<file path="src/tksel_pkg.sv">
// ---------------------------------------------------------------------------
// tksel_pkg: shared types for the top-K largest selector
// Word formats, controller states and the control/status bundles.
// ---------------------------------------------------------------------------
`timescale 1ns / 1ps

package tksel_pkg;

  localparam int unsigned ID_W    = 16;
  localparam int unsigned VALUE_W = 31;
  localparam int unsigned RANK_W  = 4;

  typedef struct packed {
    logic [ID_W-1:0]    item_id;
    logic [VALUE_W-1:0] item_value;
    logic               end_of_set;
  } in_word_t;

  typedef struct packed {
    logic [RANK_W-1:0]  rank;
    logic [ID_W-1:0]    out_id;
    logic [VALUE_W-1:0] out_value;
    logic               last_of_run;
  } out_word_t;

  typedef enum logic {
    ST_COLLECT,
    ST_READOUT
  } state_e;

  // controller -> datapath
  typedef struct packed {
    logic insert;      // place the accepted word into the chain
    logic start_rank;  // readout follows: rank counter back to 1
    logic advance;     // head taken: shift the chain toward the head
  } dp_cmd_t;

  // datapath -> controller
  typedef struct packed {
    logic last_entry;  // head is the final kept entry
  } dp_status_t;

endpackage

</file>
<file path="src/tksel_ctrl.sv">
// ---------------------------------------------------------------------------
// tksel_ctrl: controller for the top-K largest selector
// Collects words until the end-of-set word, then walks the readout.
// ---------------------------------------------------------------------------
`timescale 1ns / 1ps

module tksel_ctrl (
  input  logic                  clk_i,
  input  logic                  rst_ni,
  input  logic                  in_valid_i,
  input  logic                  in_eos_i,
  output logic                  in_ready_o,
  output logic                  out_valid_o,
  input  logic                  out_ready_i,
  input  tksel_pkg::dp_status_t status_i,
  output tksel_pkg::dp_cmd_t    cmd_o
);

  tksel_pkg::state_e state_q, state_d;

  always_ff @(posedge clk_i or negedge rst_ni) begin
    if (!rst_ni) begin
      state_q <= tksel_pkg::ST_COLLECT;
    end else begin
      state_q <= state_d;
    end
  end

  always_comb begin
    state_d = state_q;
    unique case (state_q)
      tksel_pkg::ST_COLLECT: begin
        if (in_valid_i && in_eos_i) begin
          state_d = tksel_pkg::ST_READOUT;
        end
      end
      tksel_pkg::ST_READOUT: begin
        if (out_ready_i && status_i.last_entry) begin
          state_d = tksel_pkg::ST_COLLECT;
        end
      end
      default: state_d = tksel_pkg::ST_COLLECT;
    endcase
  end

  always_comb begin
    in_ready_o  = 1'b0;
    out_valid_o = 1'b0;
    cmd_o       = '0;
    unique case (state_q)
      tksel_pkg::ST_COLLECT: begin
        in_ready_o       = 1'b1;
        cmd_o.insert     = in_valid_i;
        cmd_o.start_rank = in_valid_i && in_eos_i;
      end
      tksel_pkg::ST_READOUT: begin
        // head is always valid here: the chain is non-empty once the end-of-set word is offered
        out_valid_o   = 1'b1;
        cmd_o.advance = out_ready_i;
      end
      default: begin
        in_ready_o = 1'b0;
      end
    endcase
  end

endmodule

</file>
<file path="src/tksel_chain.sv">
// ---------------------------------------------------------------------------
// tksel_chain: sorted compare-and-shift chain for the top-K selector
// Slots hold entries largest first; insert places a word after all entries
// with an equal or greater count, readout shifts entries out of the head.
// ---------------------------------------------------------------------------
`timescale 1ns / 1ps

module tksel_chain #(
  parameter int unsigned KeepCount = 10
) (
  input  logic                  clk_i,
  input  logic                  rst_ni,
  input  tksel_pkg::in_word_t   in_word_i,
  input  tksel_pkg::dp_cmd_t    cmd_i,
  output tksel_pkg::dp_status_t status_o,
  output tksel_pkg::out_word_t  out_word_o
);

  logic [tksel_pkg::VALUE_W-1:0] val_q [KeepCount];
  logic [tksel_pkg::ID_W-1:0]    id_q  [KeepCount];
  logic [KeepCount-1:0]          vld_q;
  logic [KeepCount:0]            vld_ext;
  logic [KeepCount-1:0]          keep;
  logic [tksel_pkg::RANK_W-1:0]  rank_q;

  assign vld_ext = {1'b0, vld_q};

  // keep[i]: slot i holds a count >= the new one; a prefix of ones
  always_comb begin
    for (int i = 0; i < KeepCount; i++) begin
      keep[i] = vld_q[i] && (val_q[i] >= in_word_i.item_value);
    end
  end

  always_ff @(posedge clk_i or negedge rst_ni) begin
    if (!rst_ni) begin
      vld_q <= '0;
    end else if (cmd_i.insert) begin
      for (int i = 0; i < KeepCount; i++) begin
        if (!keep[i]) begin
          if (i == 0) begin
            vld_q[i] <= 1'b1;
          end else if (keep[i-1]) begin
            vld_q[i] <= 1'b1;
          end else begin
            vld_q[i] <= vld_q[i-1];
          end
        end
      end
    end else if (cmd_i.advance) begin
      vld_q <= vld_ext[KeepCount:1];
    end
  end

  always_ff @(posedge clk_i) begin
    if (cmd_i.insert) begin
      for (int i = 0; i < KeepCount; i++) begin
        if (!keep[i]) begin
          if (i == 0) begin
            val_q[i] <= in_word_i.item_value;
            id_q[i]  <= in_word_i.item_id;
          end else if (keep[i-1]) begin
            val_q[i] <= in_word_i.item_value;
            id_q[i]  <= in_word_i.item_id;
          end else begin
            val_q[i] <= val_q[i-1];
            id_q[i]  <= id_q[i-1];
          end
        end
      end
    end else if (cmd_i.advance) begin
      for (int i = 0; i + 1 < KeepCount; i++) begin
        val_q[i] <= val_q[i+1];
        id_q[i]  <= id_q[i+1];
      end
    end
  end

  // rank wraps at its field width
  always_ff @(posedge clk_i or negedge rst_ni) begin
    if (!rst_ni) begin
      rank_q <= tksel_pkg::RANK_W'(1);
    end else if (cmd_i.start_rank) begin
      rank_q <= tksel_pkg::RANK_W'(1);
    end else if (cmd_i.advance) begin
      rank_q <= rank_q + tksel_pkg::RANK_W'(1);
    end
  end

  assign status_o.last_entry     = !vld_ext[1];
  assign out_word_o.rank         = rank_q;
  assign out_word_o.out_id       = id_q[0];
  assign out_word_o.out_value    = val_q[0];
  assign out_word_o.last_of_run  = !vld_ext[1];

endmodule

</file>
<file path="src/top_k_largest_selector_top.sv">
// ---------------------------------------------------------------------------
// top_k_largest_selector_top: keeps the K largest counts of a word stream
// Sorted insertion chain with a readout controller.
// ---------------------------------------------------------------------------
// Each input word is inserted into a sorted chain of KeepCount slots, so
// words stream in at one per clock while collecting. A word with
// end_of_set is inserted like the others, then input stalls while the kept
// entries leave, largest first, one per cycle at the output handshake, the
// chain shifting one slot per taken word; the chain is empty afterward.
// Equal counts keep arrival order; a full chain drops a new count that is
// not strictly greater than its smallest entry.
`timescale 1ns / 1ps

module top_k_largest_selector_top #(
  parameter int unsigned KeepCount = 10
) (
  input  logic                 clk_i,
  input  logic                 rst_ni,
  input  logic                 in_valid_i,
  output logic                 in_ready_o,
  input  tksel_pkg::in_word_t  in_word_i,
  output logic                 out_valid_o,
  input  logic                 out_ready_i,
  output tksel_pkg::out_word_t out_word_o
);

  tksel_pkg::dp_cmd_t    cmd;
  tksel_pkg::dp_status_t status;

  tksel_ctrl u_ctrl (
    .clk_i      (clk_i),
    .rst_ni     (rst_ni),
    .in_valid_i (in_valid_i),
    .in_eos_i   (in_word_i.end_of_set),
    .in_ready_o (in_ready_o),
    .out_valid_o(out_valid_o),
    .out_ready_i(out_ready_i),
    .status_i   (status),
    .cmd_o      (cmd)
  );

  tksel_chain #(
    .KeepCount(KeepCount)
  ) u_chain (
    .clk_i     (clk_i),
    .rst_ni    (rst_ni),
    .in_word_i (in_word_i),
    .cmd_i     (cmd),
    .status_o  (status),
    .out_word_o(out_word_o)
  );

  // input and readout never overlap
  a_no_overlap: assert property (@(posedge clk_i) disable iff (!rst_ni)
    out_valid_o |-> !in_ready_o)
    else $error("input ready during readout");

  // end-of-set word starts a readout in the next cycle
  a_eos_readout: assert property (@(posedge clk_i) disable iff (!rst_ni)
    (in_valid_i && in_ready_o && in_word_i.end_of_set) |=> out_valid_o)
    else $error("no readout after end of set");

  // readout opens at rank 1
  a_first_rank: assert property (@(posedge clk_i) disable iff (!rst_ni)
    $rose(out_valid_o) |-> (out_word_o.rank == tksel_pkg::RANK_W'(1)))
    else $error("readout does not start at rank 1");

  // the final word ends the readout and frees the input
  a_last_ends: assert property (@(posedge clk_i) disable iff (!rst_ni)
    (out_valid_o && out_ready_i && out_word_o.last_of_run) |=>
      (in_ready_o && !out_valid_o))
    else $error("readout did not end on last word");

endmodule
</file>
<file path="config.mk">
export PLATFORM = sky130hd
export DESIGN_NAME = top_k_largest_selector_top
export DESIGN_NICKNAME = d
export VERILOG_FILES = /design/src/tksel_pkg.sv /design/src/tksel_ctrl.sv /design/src/tksel_chain.sv /design/src/top_k_largest_selector_top.sv
export SDC_FILE = /design/constraint.sdc
export NUM_CORES = 1
export LEC_CHECK = 0
export ABC_AREA = 0
export BUFFER_PORTS_ARGS = -buffer_cell sky130_fd_sc_hd__buf_2
export CORE_AREA = 2 2 209 232
export CTS_BUF_LIST = sky130_fd_sc_hd__clkbuf_8
export CTS_CLUSTER_DIAMETER = 40
export DETAILED_ROUTE_END_ITERATION = 6
export DIE_AREA = 0 0 211 234
export PLACE_DENSITY = 0.81
export RECOVER_POWER = 100
export SYNTH_ARGS = -nofsm -noshare
export SYNTH_HDL_FRONTEND = slang
export SYNTH_SLANG_ARGS = --single-unit
</file>
<file path="constraint.sdc">
create_clock -name clk_i -period 9.9 [get_ports clk_i]
set_input_delay 1.485 -clock clk_i [delete_from_list [all_inputs] [get_ports clk_i]]
set_output_delay 1.485 -clock clk_i [all_outputs]
set_load 0.05 [all_outputs]
</file>
# ---- Word level (Yosys, flattened, before mapping)
# Memory sizes are Yosys's and may differ from the RTL's.
# Index checks and enable logic that the tools add are counted.
dict set report classes {
  eq_ne 10
  magnitude_cmp 10
  bitwise_logic 37
  n_addsub 1
  reduce_logical 25
  mux 143
}
# operator count
set ops {}
lappend ops {{31-bit 2-to-1 mux} 18}
lappend ops {{31-bit >= comparator} 10}
lappend ops {{16-bit 2-to-1 mux} 18}
lappend ops {{1-bit 2-to-1 mux} 101}
lappend ops {{1-bit OR} 36}
lappend ops {{10-bit 2-to-1 mux} 2}
lappend ops {{2-bit inequality test, second input constant} 10}
lappend ops {{2-bit AND reduction} 10}
lappend ops {{1-bit logical AND} 12}
lappend ops {{4-bit 2-to-1 mux} 2}
lappend ops {{4-bit by 1-bit adder with 4-bit output, second input constant} 1}
lappend ops {{2-bit nonzero test} 2}
lappend ops {{2-bit 2-to-1 mux} 1}
lappend ops {{1-bit case mux with 2 select lines} 1}
lappend ops {{1-bit logical NOT} 1}
lappend ops {{1-bit inverter} 1}
dict set report totals {
  word_cells 240
  mem_bits_rw 470
  regBits 15
  output_inout_bits 54
  mem_count 2
  in_bits 52
}
# memory words width read_ports rd_ports_with_merged_regs write_ports line
set memory_table {}
lappend memory_table {u_chain.val_q 10 31 10 0 10 tksel_chain.sv:19} ;# logic [tksel_pkg::VALUE_W-1:0] val_q [KeepCount];
lappend memory_table {u_chain.id_q 10 16 10 0 10 tksel_chain.sv:20} ;# logic [tksel_pkg::ID_W-1:0] id_q [KeepCount];

# ---- Logic depth before layout (Yosys ltp)
# An unclocked memory read counts as a cell.
dict set report depth {
  ltp_word 9
  ltp_mapped 13
  mapped_depth_nobuf 10
}

# ---- Hierarchy
# Synthesis repeated with hierarchy kept, for this count alone.
dict set report unflattened {
  hier_cells 2900
  hier_area_um2 30551.8
}
# mod seq_area_each_um2 cells_each area_each_um2 n_inst
set by_module_without_submodules {}
lappend by_module_without_submodules {tksel_chain 14465.1 2892 30484.2 1}
lappend by_module_without_submodules {tksel_ctrl 25.0 8 67.6 1}

# ---- Least setup slack after synthesis
# Ideal clock, no wire load.
dict set report synth_timing {
  path_kind {input port to flip-flop}
  startpoint {input port in_word_i[15] in the netlist's numbering}
  endpoint {memory u_chain.id_q[8][0] in the netlist's numbering, enable pin}
  t_required_ps 9383
  stages 10
  n_path_buf 1
  slack_ps 2861
  t_arrival_ps 6523
  setup_time_ps 517
  cell_sequence {clkbuf_1 -> inv_1 -> ha_1 -> a21oi_1 -> o21ai_0 -> a221oi_1 -> o211ai_1 -> o211ai_1 -> nand2_1 -> o21ai_0}
}
# item line
set synth_lines {}
lappend synth_lines {{start: declaration} top_k_largest_selector_top.sv:21} ;# input tksel_pkg::in_word_t in_word_i,
lappend synth_lines {{end: declaration} tksel_chain.sv:20}

==> results.toml <==
[sta]
drv_slew = 1086
final.setup.tns_ns = 0
hold_slack_ns = 0.5528
fin_crit_ns = 7.446
fin_crit_sh_pct = 75.21
worst_pin_slew_ns = 4.604
rsz0062_at_grt = "no"
max_slew_margin_pct = -206.9
setup_viol = 0
hold_violations = 0
fin_skew_ns = 0.02861
fmax_ghz = 0.1343

[global_routing]
antenna_found_initial = 4
grt_pass1_wl_um = 133000
grt_max_degree = 215
overflow = 0
first_global_vias = 23150
track_usage_pct = 35.18

[worst_setup_path]
arrival_ns = 7.76
cp_slowest_cell = "nand2_1"
reg2reg_to = "u_chain.id_q[9][1]"
critical_path.endpoint = "u_chain.val_q[2][7]"
cpMostUsedCell = "a221o_1"
slowest_delay_ns = 2.27
reg2reg_depth = 8
end_kind = "flop"
r2r-start = "u_chain.val_q[9][10]"
r2r_slack_ns = 3.60
path_class = "input port to flop"
path_cells = "clkbuf_1 -> inv_1 -> ha_1 -> and2_0 -> a221o_1 -> a221o_1 -> a211o_1 -> a221oi_1 -> nand2_1 -> mux2i_1 -> o21ai_0"
crit_fanout = 47
cp.required_ns = 10.21
critPathLaunch = "in_word_i[23]"
startpoint_type = "input port"

[pwr]
p_leak_nw = 13.95
p_switching_w = 0.005108
p_int_w = 0.006840
seq_power_share_pct = 39.7
pwr-share-comb_pct = 43.0
ir_drop_mv = 0.3235
sw_frac_of_total_pct = 42.75
power_density_nw_per_um2 = 365.9
pwr-share-clk_pct = 17.3

[drt]
wl_per_cell_um = 24.45
vias = 23667
antenna_left = 0
drtPass1Iterations = 7
drtIter0Drc = 2491
vias_per_cell = 6.659
drc = 0
routed_wl_um = 86890

[cts]
htree_num_levels = 3
cts_sinks = 485
cts_made_buffers = 92
ctsResizeCount = 0
clockRootBuffer = "clkbuf_8"
clkLatencyLatePin_ns = 0.70
post_cts_buffers = 0
holdBufCountCts = 0
clk_path_buf_depth = 3
path_clk_slew_ns = 0.06
cts_tree = "built"

[outcome]
violations = "capacitance limit, slew limit"
status = "finished with violations"

[synthesis]
synth_area_leaders = "edfxtp_1 (47%), ha_1 (13%), mux2i_1 (11%)"
yosys_warnings = 0
syn_area_sq_um = 30220
ys_seq_area_share_pct = 47.95
synthCells = 2852
synthTopCellsByCount = "edfxtp_1 (470), nand2_1 (412), mux2i_1 (328)"
synth_top_area_share_pct = 46.70
synth_edf_count = 470
synthesis.nets = 3215
synth.most_common_cell = "edfxtp_1"
yosysUniqueCellTypes = 55
ys.flop_type = "edfxtp_1"
syn_area_per_cell_sq_um = 10.60
async_reset_ff_share_pct = 3.093
synth-seq-cells = 485
yosysTopAreaCell = "edfxtp_1"

[placement]
place_congestion = 0.9346
io_buffers = 105
dp.cells = 3383
hpwl_um = 56290
dpl-instance-area_sq_um = 31000

[floorplan]
initial_core_util_pct = 64.04
dieArea_sq_um = 49370
pin_count = 106
die_width_um = 211
die-height_um = 234
num_rows = 84
core-area_sq_um = 47190

[layout]
area_growth_pct = 8.032
nFillCells = 3550
layout-drive-gt1-share_pct = 7.864
finalNonFillerCells = 3554
final_area_sq_um = 32650
final_nets = 3238

[job]
drv_cap = 25

[hold_path]
min-delay-path-class = "flop to flop"
cell type report:
| type | instances | area [sq um] | share of cell area, % |
|---|---|---|---|
| diodes | 2 | 5.005 | 0.01533 |
| clock buffers | 96 | 1321 | 4.047 |
| clock inverters | 73 | 580.6 | 1.778 |
| inverters | 48 | 180.2 | 0.5519 |
| multi-input cells | 2122 | 14730 | 45.11 |
| flip-flops and latches | 485 | 14490 | 44.38 |
| well taps | 602 | 753.2 | 2.307 |
| repair buffers | 126 | 589.3 | 1.805 |
through the flow:
step,power (W),setup slack [ns],utilization (%)
floorplan,0.007883,2.861,-
detailed placement,0.009635,3.844,65.69
global placement,0.009396,3.910,65.69
global route,0.01256,2.273,69.19
finish,0.01195,2.454,69.19
CTS,0.01172,4.570,69.72
how the worst min path moves through the flow:
stage	from	to	cells after the start
5_1_grt	u_chain.id_q[1][10]	u_chain.id_q[0][10]	2
3_3_place_gp	u_chain.id_q[8][5]	u_chain.id_q[7][5]	2
6_report	u_chain.id_q[1][10]	u_chain.id_q[0][10]	2
2_1_floorplan	u_chain.vld_q[9]	u_chain.vld_q[8]	2
3_5_place_dp	u_chain.id_q[8][13]	u_chain.id_q[7][13]	2
4_1_cts	u_chain.id_q[1][11]	u_chain.id_q[0][11]	2
per-layer routing:
layer  vias to the layer above  share of wire (%)  track usage [%]
met5                         -              0.036                0
met4                         4                4.8            17.91
met3                       202                8.4            6.120
met2                      1179                 47            56.66
met1                     11519                 40            46.09
li1                      10763                  -                -
power groups by stage:
| stage | Combinational, W | Sequential, W | Clock [W] |
|---|---|---|---|
| detailed placement | 0.00496 | 0.00468 | 0 |
| CTS | 0.00498 | 0.00465 | 0.00208 |
| global placement | 0.00476 | 0.00464 | 0 |
| global route | 0.00556 | 0.00483 | 0.00217 |
| floorplan | 0.00319 | 0.00470 | 0 |
| finish | 0.00513 | 0.00475 | 0.00207 |
placed cells by master, fill, tap and decap left out, types with 5 or more instances in the layout:
cell type / instances
ha_1: 311
o211ai_1: 9
mux2_2: 46
clkinv_1: 14
buf_4: 7
and4_1: 10
a221o_1: 5
edfxtp_1: 470
bufinv_16: 9
a21oi_1: 234
nand3_1: 41
clkinvlp_4: 6
clkinv_4: 5
nand2_1: 410
o21ai_0: 331
buf_2: 46
nor2b_1: 10
o22ai_1: 49
nor4_1: 6
nor3_1: 14
inv_1: 77
a211oi_1: 16
nand4_1: 36
clkbuf_1: 71
mux2i_1: 328
a31oi_1: 35
a221oi_1: 12
nand2b_1: 7
clkbuf_8: 96
dfrtp_1: 14
clkinv_2: 8
a21o_1: 12
a22oi_1: 8
nor2_1: 144
cell families (layout without fill, tap and decap cells):
kind of cell,after synthesis,count (layout),synth area share [%]
compound gates,738,738,13.48
xor+xnor,3,3,0.08696
fa+ha+maj,311,311,12.88
buf+inv,245,343,3.349
flops,485,485,47.95
mux,375,375,12.61
other cells,0,2,0
simple gates,695,695,9.647
critical path: cells and delay by family:
| kind | cells | cell delay, ns |
|---|---|---|
| buffers and inverters | 2 | 0.71 |
| muxes | 1 | 0.89 |
| adders and majority gates | 1 | 0.42 |
| and+or+nand+nor | 2 | 2.45 |
| AOI/OAI and AO/OA | 5 | 1.78 |
state kept, by name (all words and copies together) (netlist names):
| register | flops |
|---|---|
| u_chain.vld_q | 10 |
| u_chain.id_q | 160 |
| u_chain.val_q | 310 |
| u_ctrl.state_q | 1 |
| u_chain.rank_q | 4 |
Power figures use the tool's default switching activity.
